**src/rtl/nfcrf_pkg.sv**
```systemverilog
// Shared types, codes and constants for the NFC response frame parser.
package nfcrf_pkg;

	localparam int unsigned BYTE_W   = 8;
	localparam int unsigned STATUS_W = 2;
	localparam int unsigned HPOS_W   = 2;

	localparam logic [BYTE_W-1:0] MAX_PAYLOAD_RST = 8'hFF;

	// Position at which the header check is complete
	localparam logic [HPOS_W-1:0] HPOS_LAST = 2'd3;

	typedef logic [BYTE_W-1:0]   byte_t;
	typedef logic [HPOS_W-1:0]   hpos_t;

	typedef enum logic [2:0] {
		PH_IDLE   = 3'd0,
		PH_HEADER = 3'd1,
		PH_LEN    = 3'd2,
		PH_LCS    = 3'd3,
		PH_DATA   = 3'd4,
		PH_DCS    = 3'd5
	} phase_t;

	typedef enum logic [STATUS_W-1:0] {
		ST_OK           = 2'd0,
		ST_BAD_PREAMBLE = 2'd1,
		ST_BAD_LENGTH   = 2'd2,
		ST_BAD_CHECKSUM = 2'd3
	} status_t;

	// Expected preamble and start code: 00 00 FF
	function automatic byte_t header_byte(input hpos_t pos);
		byte_t b;
		unique case (pos)
			2'd0:    b = 8'h00;
			2'd1:    b = 8'h00;
			default: b = 8'hFF;
		endcase
		return b;
	endfunction

	// One parsed result
	typedef struct packed {
		logic    valid;
		byte_t   data;
		logic    done;
		status_t status;
	} result_t;

endpackage

```
**src/rtl/nfc_response_frame_parser_unit.sv**
```systemverilog
// Top level of the NFC response frame parser: input stage, frame state and result register.
//
// Parses controller response frames one byte per transfer on the slave stream. A transfer
// with s_tuser set starts a new frame. The parser checks the preamble and start code
// 00 00 FF, then checks that length plus length checksum is zero modulo 256 and that the
// length does not exceed the value last written on the cfg channel (255 after reset).
// Every payload byte is passed out at once with m_tuser = ok and m_tlast low; the data
// checksum byte closes the frame with m_tlast high, m_tdata zero and m_tuser giving ok or
// bad checksum. A header or length error closes the frame early with m_tlast high and the
// matching status; bytes after that, the postamble and any idle bytes give no transfer
// until the next frame start. A frame start in the middle of a frame drops the old one
// without a status. Throughput is one byte per clock while the output is not stalled by
// m_tready: the frame state is a handful of registers updated in a single step per byte,
// between an input register and the result register. Write cfg only while no frame is in
// progress; cfg_ready is always high.
module nfc_response_frame_parser_unit (
	input  logic       clk,
	input  logic       arst_n,
	// configuration write: max_payload
	input  logic       cfg_valid,
	output logic       cfg_ready,
	input  logic [7:0] cfg_data,
	// input stream
	input  logic       s_tvalid,
	output logic       s_tready,
	input  logic [7:0] s_tdata,   // [7:0] rx_byte
	input  logic       s_tuser,   // [0] frame_start
	// output stream
	output logic       m_tvalid,
	input  logic       m_tready,
	output logic [7:0] m_tdata,   // [7:0] out_byte
	output logic       m_tlast,   // frame_done
	output logic [1:0] m_tuser    // [1:0] status
);

	// Input register
	logic                 valid_s1;
	nfcrf_pkg::byte_t     byte_s1;
	logic                 start_s1;

	// Frame state
	nfcrf_pkg::phase_t    phase_q;
	nfcrf_pkg::hpos_t     hpos_q;
	nfcrf_pkg::byte_t     len_q;
	nfcrf_pkg::byte_t     left_q;
	nfcrf_pkg::byte_t     sum_q;
	nfcrf_pkg::byte_t     max_payload_q;

	// Result register
	nfcrf_pkg::result_t   res_s2;

	// State as seen by the item in stage 1 (frame start clears it)
	nfcrf_pkg::phase_t    eff_phase;
	nfcrf_pkg::hpos_t     eff_hpos;
	nfcrf_pkg::byte_t     eff_len;
	nfcrf_pkg::byte_t     eff_left;
	nfcrf_pkg::byte_t     eff_sum;

	nfcrf_pkg::phase_t    phase_d;
	nfcrf_pkg::hpos_t     hpos_d;
	nfcrf_pkg::byte_t     len_d;
	nfcrf_pkg::byte_t     left_d;
	nfcrf_pkg::byte_t     sum_d;
	nfcrf_pkg::result_t   res_d;

	logic                 advance;
	logic                 header_bad;
	logic                 length_bad;
	nfcrf_pkg::byte_t     lcs_sum;
	nfcrf_pkg::byte_t     data_sum;
	nfcrf_pkg::byte_t     left_dec;
	nfcrf_pkg::hpos_t     hpos_inc;

	// Stage 1 moves on when the result register can take whatever it yields
	assign advance   = valid_s1 && (!res_s2.valid || m_tready);
	assign s_tready  = !valid_s1 || advance;
	assign cfg_ready = 1'b1;

	always_comb begin
		if (start_s1) begin
			eff_phase = nfcrf_pkg::PH_HEADER;
			eff_hpos  = '0;
			eff_len   = '0;
			eff_left  = '0;
			eff_sum   = '0;
		end else begin
			eff_phase = phase_q;
			eff_hpos  = hpos_q;
			eff_len   = len_q;
			eff_left  = left_q;
			eff_sum   = sum_q;
		end
	end

	assign header_bad = (eff_hpos == nfcrf_pkg::HPOS_LAST) ||
	                    (byte_s1 != nfcrf_pkg::header_byte(eff_hpos));
	assign lcs_sum    = eff_len + byte_s1;
	assign length_bad = (lcs_sum != '0) || (eff_len > max_payload_q);
	assign data_sum   = eff_sum + byte_s1;
	assign left_dec   = eff_left - 8'd1;
	assign hpos_inc   = eff_hpos + 2'd1;

	// Next state
	always_comb begin
		phase_d = eff_phase;
		hpos_d  = eff_hpos;
		len_d   = eff_len;
		left_d  = eff_left;
		sum_d   = eff_sum;
		unique case (eff_phase)
			nfcrf_pkg::PH_HEADER: begin
				if (header_bad) begin
					phase_d = nfcrf_pkg::PH_IDLE;
				end else begin
					hpos_d = hpos_inc;
					if (hpos_inc == nfcrf_pkg::HPOS_LAST) begin
						phase_d = nfcrf_pkg::PH_LEN;
					end
				end
			end
			nfcrf_pkg::PH_LEN: begin
				len_d   = byte_s1;
				phase_d = nfcrf_pkg::PH_LCS;
			end
			nfcrf_pkg::PH_LCS: begin
				if (length_bad) begin
					phase_d = nfcrf_pkg::PH_IDLE;
				end else begin
					left_d  = eff_len;
					sum_d   = '0;
					phase_d = (eff_len == '0) ? nfcrf_pkg::PH_DCS : nfcrf_pkg::PH_DATA;
				end
			end
			nfcrf_pkg::PH_DATA: begin
				sum_d  = data_sum;
				left_d = left_dec;
				if (left_dec == '0) begin
					phase_d = nfcrf_pkg::PH_DCS;
				end
			end
			nfcrf_pkg::PH_DCS: begin
				phase_d = nfcrf_pkg::PH_IDLE;
			end
			default: begin
				phase_d = nfcrf_pkg::PH_IDLE;
			end
		endcase
	end

	// Result for the item in stage 1
	always_comb begin
		res_d        = '0;
		res_d.status = nfcrf_pkg::ST_OK;
		unique case (eff_phase)
			nfcrf_pkg::PH_HEADER: begin
				if (header_bad) begin
					res_d.valid  = 1'b1;
					res_d.done   = 1'b1;
					res_d.status = nfcrf_pkg::ST_BAD_PREAMBLE;
				end
			end
			nfcrf_pkg::PH_LCS: begin
				if (length_bad) begin
					res_d.valid  = 1'b1;
					res_d.done   = 1'b1;
					res_d.status = nfcrf_pkg::ST_BAD_LENGTH;
				end
			end
			nfcrf_pkg::PH_DATA: begin
				res_d.valid = 1'b1;
				res_d.data  = byte_s1;
			end
			nfcrf_pkg::PH_DCS: begin
				res_d.valid  = 1'b1;
				res_d.done   = 1'b1;
				res_d.status = (data_sum == '0) ? nfcrf_pkg::ST_OK
				                                : nfcrf_pkg::ST_BAD_CHECKSUM;
			end
			default: begin
				res_d.valid = 1'b0;
			end
		endcase
	end

	// Input register: hold while stage 1 is stalled
	always_ff @(posedge clk or negedge arst_n) begin
		if (!arst_n) begin
			valid_s1 <= 1'b0;
		end else if (s_tready) begin
			valid_s1 <= s_tvalid;
		end
	end

	always_ff @(posedge clk) begin
		if (s_tvalid && s_tready) begin
			byte_s1  <= s_tdata;
			start_s1 <= s_tuser;
		end
	end

	// Frame state: advance once per processed byte
	always_ff @(posedge clk or negedge arst_n) begin
		if (!arst_n) begin
			phase_q <= nfcrf_pkg::PH_IDLE;
			hpos_q  <= '0;
			len_q   <= '0;
			left_q  <= '0;
			sum_q   <= '0;
		end else if (advance) begin
			phase_q <= phase_d;
			hpos_q  <= hpos_d;
			len_q   <= len_d;
			left_q  <= left_d;
			sum_q   <= sum_d;
		end
	end

	always_ff @(posedge clk or negedge arst_n) begin
		if (!arst_n) begin
			max_payload_q <= nfcrf_pkg::MAX_PAYLOAD_RST;
		end else if (cfg_valid && cfg_ready) begin
			max_payload_q <= cfg_data;
		end
	end

	// Result register: load a new result, or drop the old one once transferred
	always_ff @(posedge clk or negedge arst_n) begin
		if (!arst_n) begin
			res_s2 <= '0;
		end else if (advance) begin
			res_s2 <= res_d;
		end else if (m_tready) begin
			res_s2.valid <= 1'b0;
		end
	end

	assign m_tvalid = res_s2.valid;
	assign m_tdata  = res_s2.data;
	assign m_tlast  = res_s2.done;
	assign m_tuser  = res_s2.status;

	// A data byte always carries ok status
	assert property (@(posedge clk) disable iff (!arst_n)
		m_tvalid && !m_tlast |-> m_tuser == nfcrf_pkg::ST_OK)
		else $error("data transfer with non-ok status");

	// A status transfer carries a zero byte
	assert property (@(posedge clk) disable iff (!arst_n)
		m_tvalid && m_tlast |-> m_tdata == '0)
		else $error("status transfer with nonzero byte");

	// In the payload phase at least one byte is still due
	assert property (@(posedge clk) disable iff (!arst_n)
		phase_q == nfcrf_pkg::PH_DATA |-> left_q != '0)
		else $error("payload phase with no bytes left");

	// The header check never runs past the start code
	assert property (@(posedge clk) disable iff (!arst_n)
		phase_q == nfcrf_pkg::PH_HEADER |-> hpos_q != nfcrf_pkg::HPOS_LAST)
		else $error("header position past start code");

endmodule

```
**config.mk**
```make
export PLATFORM = sky130hd
export DESIGN_NAME = nfc_response_frame_parser_unit
export DESIGN_NICKNAME = d
export VERILOG_FILES = /design/src/rtl/nfcrf_pkg.sv /design/src/rtl/nfc_response_frame_parser_unit.sv
export SDC_FILE = /design/constraint.sdc
export NUM_CORES = 1
export LEC_CHECK = 0
export BUFFER_PORTS_ARGS = -buffer_cell sky130_fd_sc_hd__buf_2
export CORE_MARGIN = 2
export CORE_UTILIZATION = 35
export DETAILED_ROUTE_END_ITERATION = 16
export PLACE_DENSITY = 0.59
export REMOVE_ABC_BUFFERS = 1
export SKIP_CTS_REPAIR_TIMING = 1
export SLEW_MARGIN = 5
export SYNTH_ARGS = -nofsm -noshare
export SYNTH_HDL_FRONTEND = slang
export SYNTH_SLANG_ARGS = --single-unit
export TNS_END_PERCENT = 10
```
**constraint.sdc**
```tcl
create_clock -name clk -period 4.7 [get_ports clk]
set_input_delay 0.235 -clock clk [delete_from_list [all_inputs] [get_ports clk]]
set_output_delay 0.235 -clock clk [all_outputs]
set_load 0.01 [all_outputs]
```
==> run_results.csv, run 1 <==
group,metric,value,unit
setup_path,crit_chain,"nor2b_1, ha_1, ha_1, a21oi_1, a2111oi_0, a211oi_1, mux2_2, o2111ai_1, or3_1, a21o_1, a221o_1",
global_routing,grt_pass1_vias,3209,
setup_path,critPathKind,"reg -> reg",
finish,syn2layout_area_growth,14.4,%
detailed_routing,vias_per_cell,5.69,
setup_path,crit_top_cell,"ha_1",
detailed_routing,ant_nets,0,
floorplanning,core_area,10900,um^2
clock_network,tritoncts,"yes",
setup_path,crit_path_start_kind,"flip-flop",
sta,worst_pin_slew,0.997,ns
finish,nFillCells,1070,
sta,max_freq,0.276,GHz
finish,fin_cells,604,
power_and_ir_drop,power_frac_seq,35.7,%
logic_synthesis,ys_top_cells_by_area,"dfrtp_1 27%, edfxtp_1 6.9%, ha_1 6.3%",
sta,skew,0.00510,ns
setup_path,ff2ff_setup_slack,1.08,ns
logic_synthesis,syn_area_per_cell,8.98,um^2
setup_path,crit_required,4.92,ns
setup_path,end_kind,"flip-flop",
min_path,hold_path.class,"in -> async",
place,gp_congestion,0.872,
detailed_routing,wirelength,10.2,mm
power_and_ir_drop,clock_power_share,34.0,%
logic_synthesis,async_flop_share,84.7,%
logic_synthesis,synth.distinct_cells,65,
global_routing,use_met2,27.6,%
logic_synthesis,synth_top_area_cell,"dfrtp_1",
floorplanning,die_width,110,um
logic_synthesis,synth_top_area_share,26.7,%
power_and_ir_drop,powerDensity,474,nW/um^2
power_and_ir_drop,p_int,0.00141,W
clock_network,cts_sinks,59,
clock_network,htree_num_levels,3,
sta,setup_viol,0,
setup_path,crit_path_max_fanout,13,
detailed_routing,drcViolationCount,0,
floorplanning,die_height,110,um
logic_synthesis,synth_area,3940,um^2
power_and_ir_drop,combPwrFrac,30.3,%
sta,min_period,3.62,ns
sta,tns,0,ns
setup_path,cp.arrival,3.84,ns
clock_network,clk_pin_slew,0.05,ns
outcome,outcome,"completed",
setup_path,crit_buf_inv,0,
logic_synthesis,synthCells,439,
sta,hold_viol,0,
clock_network,cts_root_buf,"clkbuf_16",
logic_synthesis,synth-edff-count,9,
power_and_ir_drop,p_sw_share,33.8,%
sta,final_max_slew_viol_count,0,
floorplanning,start_util,36.0,%
detailed_routing,first_pass_iters,8,
global_routing,grtUsageMet1,25.0,%
setup_path,cpPeakStageDelay,0.54,ns
setup_path,cp.depth,11,
sta,rsz0062_at_grt,"no",
place,portBuffers,34,
sta,holdWs,0.0170,ns
finish,final_layout_size_suffix_gt1_share,16.2,%
power_and_ir_drop,netSwitchingPower,0.000723,W
finish,antennaDiodeCount,0,
global_routing,grtUsageMet3,4.06,%
global_routing,grt-ovfl-total,0,
sta,slew_headroom,33.0,%
setup_path,reg2reg_depth,11,
global_routing,grt-busiest-layer,"met2",
clock_network,clock_latency,0.33,ns
detailed_routing,drt_iter0_drc,172,
detailed_routing,vias,3439,
place,dp_hpwl,7.10,mm
run,drv_cap,0,
logic_synthesis,synthFlopType,"dfrtp_1",
global_routing,grt_pass1_wl,16.6,mm
global_routing,grt_max_degree,51,
place,dp_cells,588,
global_routing,grt_util_all_layers,18.2,%
logic_synthesis,ys_seq_area_share,38.9,%
floorplanning,die_area,12100,um^2
global_routing,antenna_found_initial,0,
finish,nets,502,
floorplanning,placementRows,38,
clock_network,clk_path_buf_depth,2,
power_and_ir_drop,vdd_ir_drop_max,0.000184,V
setup_path,path_delay_family,"compound AO/OA/AOI/OAI gates",
setup_path,slowest_stage,"edfxtp_1",
detailed_routing,wl_per_cell,16.9,um
power_and_ir_drop,static-leakage-power,1.95,nW
floorplanning,pin_count,36,
sta,fin_crit_sh,77.0,%
clock_network,cts_made_buffers,9,
logic_synthesis,yosys_register_bits,59,
logic_synthesis,ys_warn_count,0,
## metal layers
layer  wire length (um)  vias to the layer above
li1                   -                     1661
met1               4940                     1679
met2               4680                       87
met3                410                       12
met4                178                        0
met5                  0                        -
## power groups by stage
| stage | clock (W) | combinational [W] | sequential (W) |
|---|---|---|---|
| floorplan | 0 | 0.000450 | 0.000758 |
| global placement | 0 | 0.000628 | 0.000764 |
| detailed placement | 0 | 0.000645 | 0.000767 |
| CTS | 0.000745 | 0.000647 | 0.000760 |
| global route | 0.000762 | 0.000725 | 0.000778 |
| finish | 0.000728 | 0.000647 | 0.000762 |
## state kept, by name, summed over array words and instances (netlist names)
register / flops
m_tvalid: 1
len_q: 8
valid_s1: 1
m_tdata: 8
max_payload_q: 8
hpos_q: 2
byte_s1: 8
m_tlast: 1
phase_q: 3
left_q: 8
sum_q: 8
m_tuser: 2
start_s1: 1
## placed cells by master (no fill, tap or decap), types with 8 or more instances in the layout
cell	count
a21oi_1	19
a22o_1	21
a31oi_1	12
buf_2	34
clkbuf_16	9
dfrtp_1	42
dfstp_2	8
edfxtp_1	9
ha_1	20
inv_1	21
nand2_1	44
nand3_1	13
nor2_1	23
nor2b_1	19
o21ai_0	30
xnor2_1	10
## final cells by class
type	count	area (um^2)	area share, %
Clock buffer	12	256	5.69
Clock inverter	4	72.6	1.61
Inverter	22	82.6	1.83
Multi-Input combinational cell	327	2180	48.3
Sequential cell	59	1530	34.0
Tap cell	140	175	3.88
Timing Repair Buffer	40	215	4.77
## through the flow
stage / setup slack (ns) / total power [W] / cell area, um^2 / utilization, %
finish: 1.08 / 0.00214 / 4510 / 41.2
CTS: 1.10 / 0.00215 / 4510 / 41.2
global placement: 1.19 / 0.00139 / 4180 / 38.2
global route: 0.771 / 0.00227 / 4510 / 41.2
detailed placement: 1.06 / 0.00141 / 4180 / 38.2
floorplan: 1.10 / 0.00121 / 3790 / -
## worst paths after layout
path / startpoint / end
min in group clk: s_tdata[3] / byte_s1[3]
min reg2reg: m_tuser[0] / m_tuser[0]
max in group asynchronous: arst_n / len_q[5]
max reg2reg: start_s1 / left_q[1]
min: arst_n / left_q[5]
max: start_s1 / left_q[1]
## cell families (layout without fill, tap and decap cells)
group,after synthesis,in the layout,share of synthesized area [%]
mux,5,5,1.40
compound gates,137,137,24.4
flops,59,59,38.9
simple gates,148,148,19.1
xor+xnor,15,15,3.33
other cells,1,1,0.0951
buf+inv,53,78,5.90
fa+ha+maj,21,21,6.86
## Yosys cell counts (3+ instances only)
master	number
a211o_1	3
a211oi_1	7
a21o_1	4
a21oi_1	19
a221o_1	4
a22o_1	21
a22oi_1	3
a31oi_1	12
and2_1	4
and2b_1	3
and3_1	3
buf_2	6
buf_4	3
clkbuf_1	19
dfrtp_1	42
dfstp_2	8
edfxtp_1	9
ha_1	20
inv_1	21
mux2_2	4
nand2_1	44
nand2b_1	6
nand3_1	13
nor2_1	23
nor2b_1	19
nor3_1	7
nor3b_1	3
nor4_1	6
o211ai_1	4
o21ai_0	30
o221ai_1	4
o2bb2ai_1	4
or2_2	4
or3_1	3
or4_1	3
xnor2_1	10
xor2_1	5
Note: power is estimated with default switching activity, not from simulation.
==> run 2, diff against run 1 <==
==> constraint.sdc (replaced) <==
create_clock -name clk -period 3.45 [get_ports clk]
set_input_delay 0.1725 -clock clk [delete_from_list [all_inputs] [get_ports clk]]
set_output_delay 0.1725 -clock clk [all_outputs]
set_load 0.01 [all_outputs]
==> run_results.csv, run 2 (synthesized netlist as in run 1, its figures left out) <==
group,metric,value,unit
outcome,outcome,"complete, but fails checks",
outcome,violations,"hold timing",
finish,final_layout_size_suffix_gt1_share,19.8,%
detailed_routing,ant_nets,0,
finish,nets,518,
global_routing,antenna_found_initial,0,
setup_path,slowest_stage,"edfxtp_1",
global_routing,grt_util_all_layers,19.1,%
setup_path,reg2reg_from,"start_s1",
place,dp_hpwl,7.68,mm
setup_path,end_kind,"flip-flop",
sta,final_max_slew_viol_count,0,
place,portBuffers,34,
setup_path,crit_buf_inv,0,
detailed_routing,first_pass_iters,4,
setup_path,crit_path_max_fanout,11,
power_and_ir_drop,static-leakage-power,2.00,nW
detailed_routing,wl_per_cell,17.1,um
finish,utilization,42.0,%
sta,rsz0062_at_grt,"no",
finish,layout_common_cells,"44 x nand2_1, 42 x dfrtp_1, 34 x buf_2",
global_routing,grt_pass1_wl,17.6,mm
global_routing,grt_max_degree,36,
setup_path,rr_endpoint,"left_q[1]",
clock_network,cts_made_buffers,9,
setup_path,crit_required,3.65,ns
place,place_area,4300,um^2
sta,setup_viol,0,
clock_network,htree_num_levels,3,
detailed_routing,vias,3464,
place,gp_congestion,0.915,
sta,max_freq,0.309,GHz
power_and_ir_drop,powerDensity,607,nW/um^2
sta,hold_viol,27,
detailed_routing,drcViolationCount,0,
place,dp_cells,604,
sta,skew,0.00603,ns
floorplanning,core_area,10900,um^2
clock_network,clk_pin_slew,0.05,ns
setup_path,path_delay_family,"compound AO/OA/AOI/OAI gates",
setup_path,crit_chain,"nor2b_1, ha_1, ha_2, a21oi_1, a2111oi_2, a211oi_1, mux2_2, o2111ai_1, or3_1, a21o_2, a221o_1",
detailed_routing,vias_per_cell,5.59,
sta,fin_crit_sh,93.8,%
clock_network,cts_root_buf,"clkbuf_16",
setup_path,critPathKind,"reg -> reg",
sta,holdWs,-0.0547,ns
setup_path,crit_path_start_kind,"flip-flop",
setup_path,cpPeakStageDelay,0.43,ns
floorplanning,pin_count,36,
clock_network,clk_path_buf_depth,2,
finish,nFillCells,1089,
setup_path,reg2reg_depth,11,
finish,layout_commonest_cell,"nand2_1",
finish,syn2layout_area_growth,16.5,%
global_routing,grt_pass1_vias,3391,
finish,fin_cells,620,
floorplanning,die_height,110,um
min_path,hold_path.class,"in -> async",
floorplanning,start_util,36.0,%
clock_network,cts_sinks,59,
sta,slew_headroom,45.2,%
sta,min_period,3.24,ns
sta,worst_pin_slew,0.822,ns
finish,antennaDiodeCount,0,
floorplanning,die_area,12100,um^2
finish,postLayoutCellArea,4590,um^2
floorplanning,die_width,110,um
setup_path,cp.arrival,3.44,ns
detailed_routing,drt_iter0_drc,265,
run,drv_cap,0,
clock_network,tritoncts,"yes",
global_routing,grt-ovfl-total,0,
floorplanning,placementRows,38,
clock_network,clock_latency,0.33,ns
power_and_ir_drop,vdd_ir_drop_max,0.000296,V
detailed_routing,wirelength,10.6,mm
setup_path,ff2ff_setup_slack,0.21,ns
run 2: through the flow:
step	setup WS [ns]	hold WS, ns	total power [W]	setup TNS [ns]
CTS	0.143	-0.0321	0.00281	0
floorplan	-0.149	-0.123	0.00164	-0.405
detailed placement	0.197	0.321	0.00196	0
finish	0.214	-0.0547	0.00279	0
global route	0.0155	0.00276	0.00298	0
global placement	0.263	0.319	0.00193	0
run 2: power by group:
group / internal (W) / switching [W]
Sequential: 0.000875 / 0.000155
Clock: 0.000501 / 0.000320
Combinational: 0.000412 / 0.000523
Total: 0.00179 / 0.000998
run 2: area by class of cell:
class,instances,area [um^2],share of cell area [%]
Clock buffer,11,243,5.29
Sequential cell,59,1530,33.4
Timing Repair Buffer,56,335,7.30
Clock inverter,5,30.0,0.654
Inverter,22,82.6,1.80
Tap cell,140,175,3.81
Multi-Input combinational cell,327,2190,47.8
run 2: how the worst max path moves through the flow:
| stage | from | endpoint | slack [ns] | cells after the start |
|---|---|---|---|---|
| after floorplan | start_s1 | left_q[1] | -0.15 | 11 |
| after global placement | start_s1 | left_q[1] | 0.26 | 10 |
| after detailed placement | start_s1 | left_q[1] | 0.20 | 11 |
| after CTS | start_s1 | left_q[1] | 0.14 | 10 |
| after global routing | start_s1 | left_q[1] | 0.02 | 11 |
| final | start_s1 | left_q[1] | 0.21 | 11 |
run 2: metal layers:
layer | share of wire (%) | up-vias | global-route usage [%]
met1 | 46 | 1682 | 25.9
met3 | 4.8 | 16 | 4.23
met4 | 2.3 | 0 | 7.50
li1 | - | 1679 | -
met2 | 46 | 87 | 29.6
met5 | 0 | - | 0
==> run 3, diff against run 2 <==
--- a/config.mk
+++ b/config.mk
@@ -5,7 +5,7 @@
 export SDC_FILE = /design/constraint.sdc
 export NUM_CORES = 1
 export LEC_CHECK = 0
-export BUFFER_PORTS_ARGS = -buffer_cell sky130_fd_sc_hd__buf_2
+export BUFFER_PORTS_ARGS = -buffer_cell sky130_fd_sc_hd__clkbuf_2
 export CORE_MARGIN = 2
 export CORE_UTILIZATION = 35
 export DETAILED_ROUTE_END_ITERATION = 16
==> run_results.csv, run 3 (synthesized netlist as in run 1, its figures left out) <==
group,metric,value,unit
global_routing,grt_util_all_layers,18.7,%
floorplanning,die_height,110,um
global_routing,antenna_found_initial,0,
clock_network,clk_path_buf_depth,2,
finish,utilization,42.4,%
floorplanning,pin_count,36,
place,portBuffers,34,
setup_path,ff2ff_setup_slack,0.22,ns
power_and_ir_drop,power.total,0.00295,W
outcome,outcome,"completed",
detailed_routing,first_pass_iters,4,
finish,final_layout_size_suffix_gt1_share,19.5,%
sta,setup_viol,0,
global_routing,grtUsageMet3,2.94,%
setup_path,rr_endpoint,"left_q[1]",
sta,holdWs,0.0157,ns
clock_network,cts_sinks,59,
finish,layout_commonest_cell,"nand2_1",
detailed_routing,wirelength,10.4,mm
detailed_routing,drcViolationCount,0,
setup_path,end_kind,"flip-flop",
global_routing,grtUsageMet1,25.3,%
clock_network,clk_pin_slew,0.05,ns
global_routing,use_met2,29.5,%
floorplanning,die_width,110,um
floorplanning,die_area,12100,um^2
run,drv_cap,0,
min_path,holdPathStages,1,
global_routing,grt-ovfl-total,0,
setup_path,crit_required,3.66,ns
detailed_routing,vias,3449,
min_path,whs_endpoint,"byte_s1[5]",
floorplanning,placementRows,38,
min_path,min-delay-start,"s_tdata[5]",
power_and_ir_drop,vdd_ir_drop_max,0.000328,V
sta,hold_viol,0,
global_routing,grt_max_degree,33,
sta,skew,0.00875,ns
clock_network,clock_latency,0.33,ns
clock_network,cts_root_buf,"clkbuf_16",
setup_path,reg2reg_depth,11,
place,gp_congestion,0.880,
min_path,hold_path.class,"in -> reg",
floorplanning,start_util,36.0,%
finish,syn2layout_area_growth,17.8,%
sta,max_freq,0.310,GHz
sta,final_max_slew_viol_count,0,
setup_path,reg2reg_from,"start_s1",
detailed_routing,drt_iter0_drc,221,
finish,nFillCells,1071,
detailed_routing,wl_per_cell,16.8,um
finish,layout_common_cells,"44 x nand2_1, 42 x dfrtp_1, 34 x clkbuf_2",
floorplanning,core_area,10900,um^2
global_routing,grt_pass1_vias,3394,
finish,nets,516,
sta,slew_headroom,47.1,%
finish,antennaDiodeCount,0,
place,dp_hpwl,7.51,mm
sta,min_period,3.23,ns
power_and_ir_drop,powerDensity,635,nW/um^2
clock_network,htree_num_levels,3,
setup_path,crit_path_max_fanout,11,
clock_network,tritoncts,"yes",
detailed_routing,ant_nets,0,
setup_path,critPathKind,"reg -> reg",
clock_network,cts_made_buffers,9,
global_routing,grt-busiest-layer,"met2",
power_and_ir_drop,static-leakage-power,2.02,nW
sta,fin_crit_sh,93.6,%
detailed_routing,vias_per_cell,5.58,
sta,worst_pin_slew,0.788,ns
global_routing,grt_pass1_wl,17.3,mm
setup_path,crit_path_start_kind,"flip-flop",
setup_path,cp.arrival,3.44,ns
==> run 3: changes by cell type in the layout (fill, tap and decap cells not counted), moves of 3 or more <==
| cell | change |
|---|---|
| buf_2 | -34 |
| buf_4 | -3 |
| clkbuf_2 | +34 |
| clkinv_2 | -3 |
==> run 3: power breakdown <==
| group | internal [W] | switching, W |
|---|---|---|
| clock network | 0.000693 | 0.000321 |
| logic | 0.000396 | 0.000503 |
| registers | 0.000875 | 0.000158 |
==> run 3: metrics by stage <==
stage	setup WS [ns]	TNS, ns	instances	cell area (um^2)
6_report	0.221	0	618	4640
3_3_place_gp	0.262	0	601	4280
4_1_cts	0.135	0	617	4620
3_5_place_dp	0.149	0	601	4280
5_1_grt	-0.00429	-0.00429	618	4640
2_1_floorplan	-0.149	-0.405	408	3790
==> run 3: how the worst max path moves through the flow <==
stage	start	to	slack (ns)	cells after the start
3_5_place_dp	start_s1	left_q[1]	0.15	11
2_1_floorplan	start_s1	left_q[1]	-0.15	11
6_report	start_s1	left_q[1]	0.22	11
3_3_place_gp	start_s1	left_q[1]	0.26	11
4_1_cts	start_s1	left_q[1]	0.13	11
5_1_grt	start_s1	left_q[1]	-0.004	10
==> run 3: worst max-delay path, stage by stage (launching register included) <==
cell       delay [ns]
edfxtp_1         0.45
nor2b_2          0.17
ha_2             0.22
ha_1             0.23
a21oi_1          0.09
a2111oi_1        0.39
a211oi_1         0.10
mux2_2           0.26
o2111ai_1        0.16
or3_1            0.37
a21o_2           0.30
a221o_1          0.37
==> run 3: layer usage <==
layer,vias to the layer above,part of all wire (%)
li1,1668,-
met1,1690,46
met2,77,47
met3,14,4.6
met4,0,2.3
met5,-,0
==> run 3: area by class of cell <==
type	instances	area (um^2)	area share, %
multi-input cells	327	2190	47.2
flip-flops and latches	59	1530	33.0
repair buffers	54	323	6.95
clock buffers	13	270	5.82
well taps	140	175	3.77
inverters	22	82.6	1.78
clock inverters	3	68.8	1.48
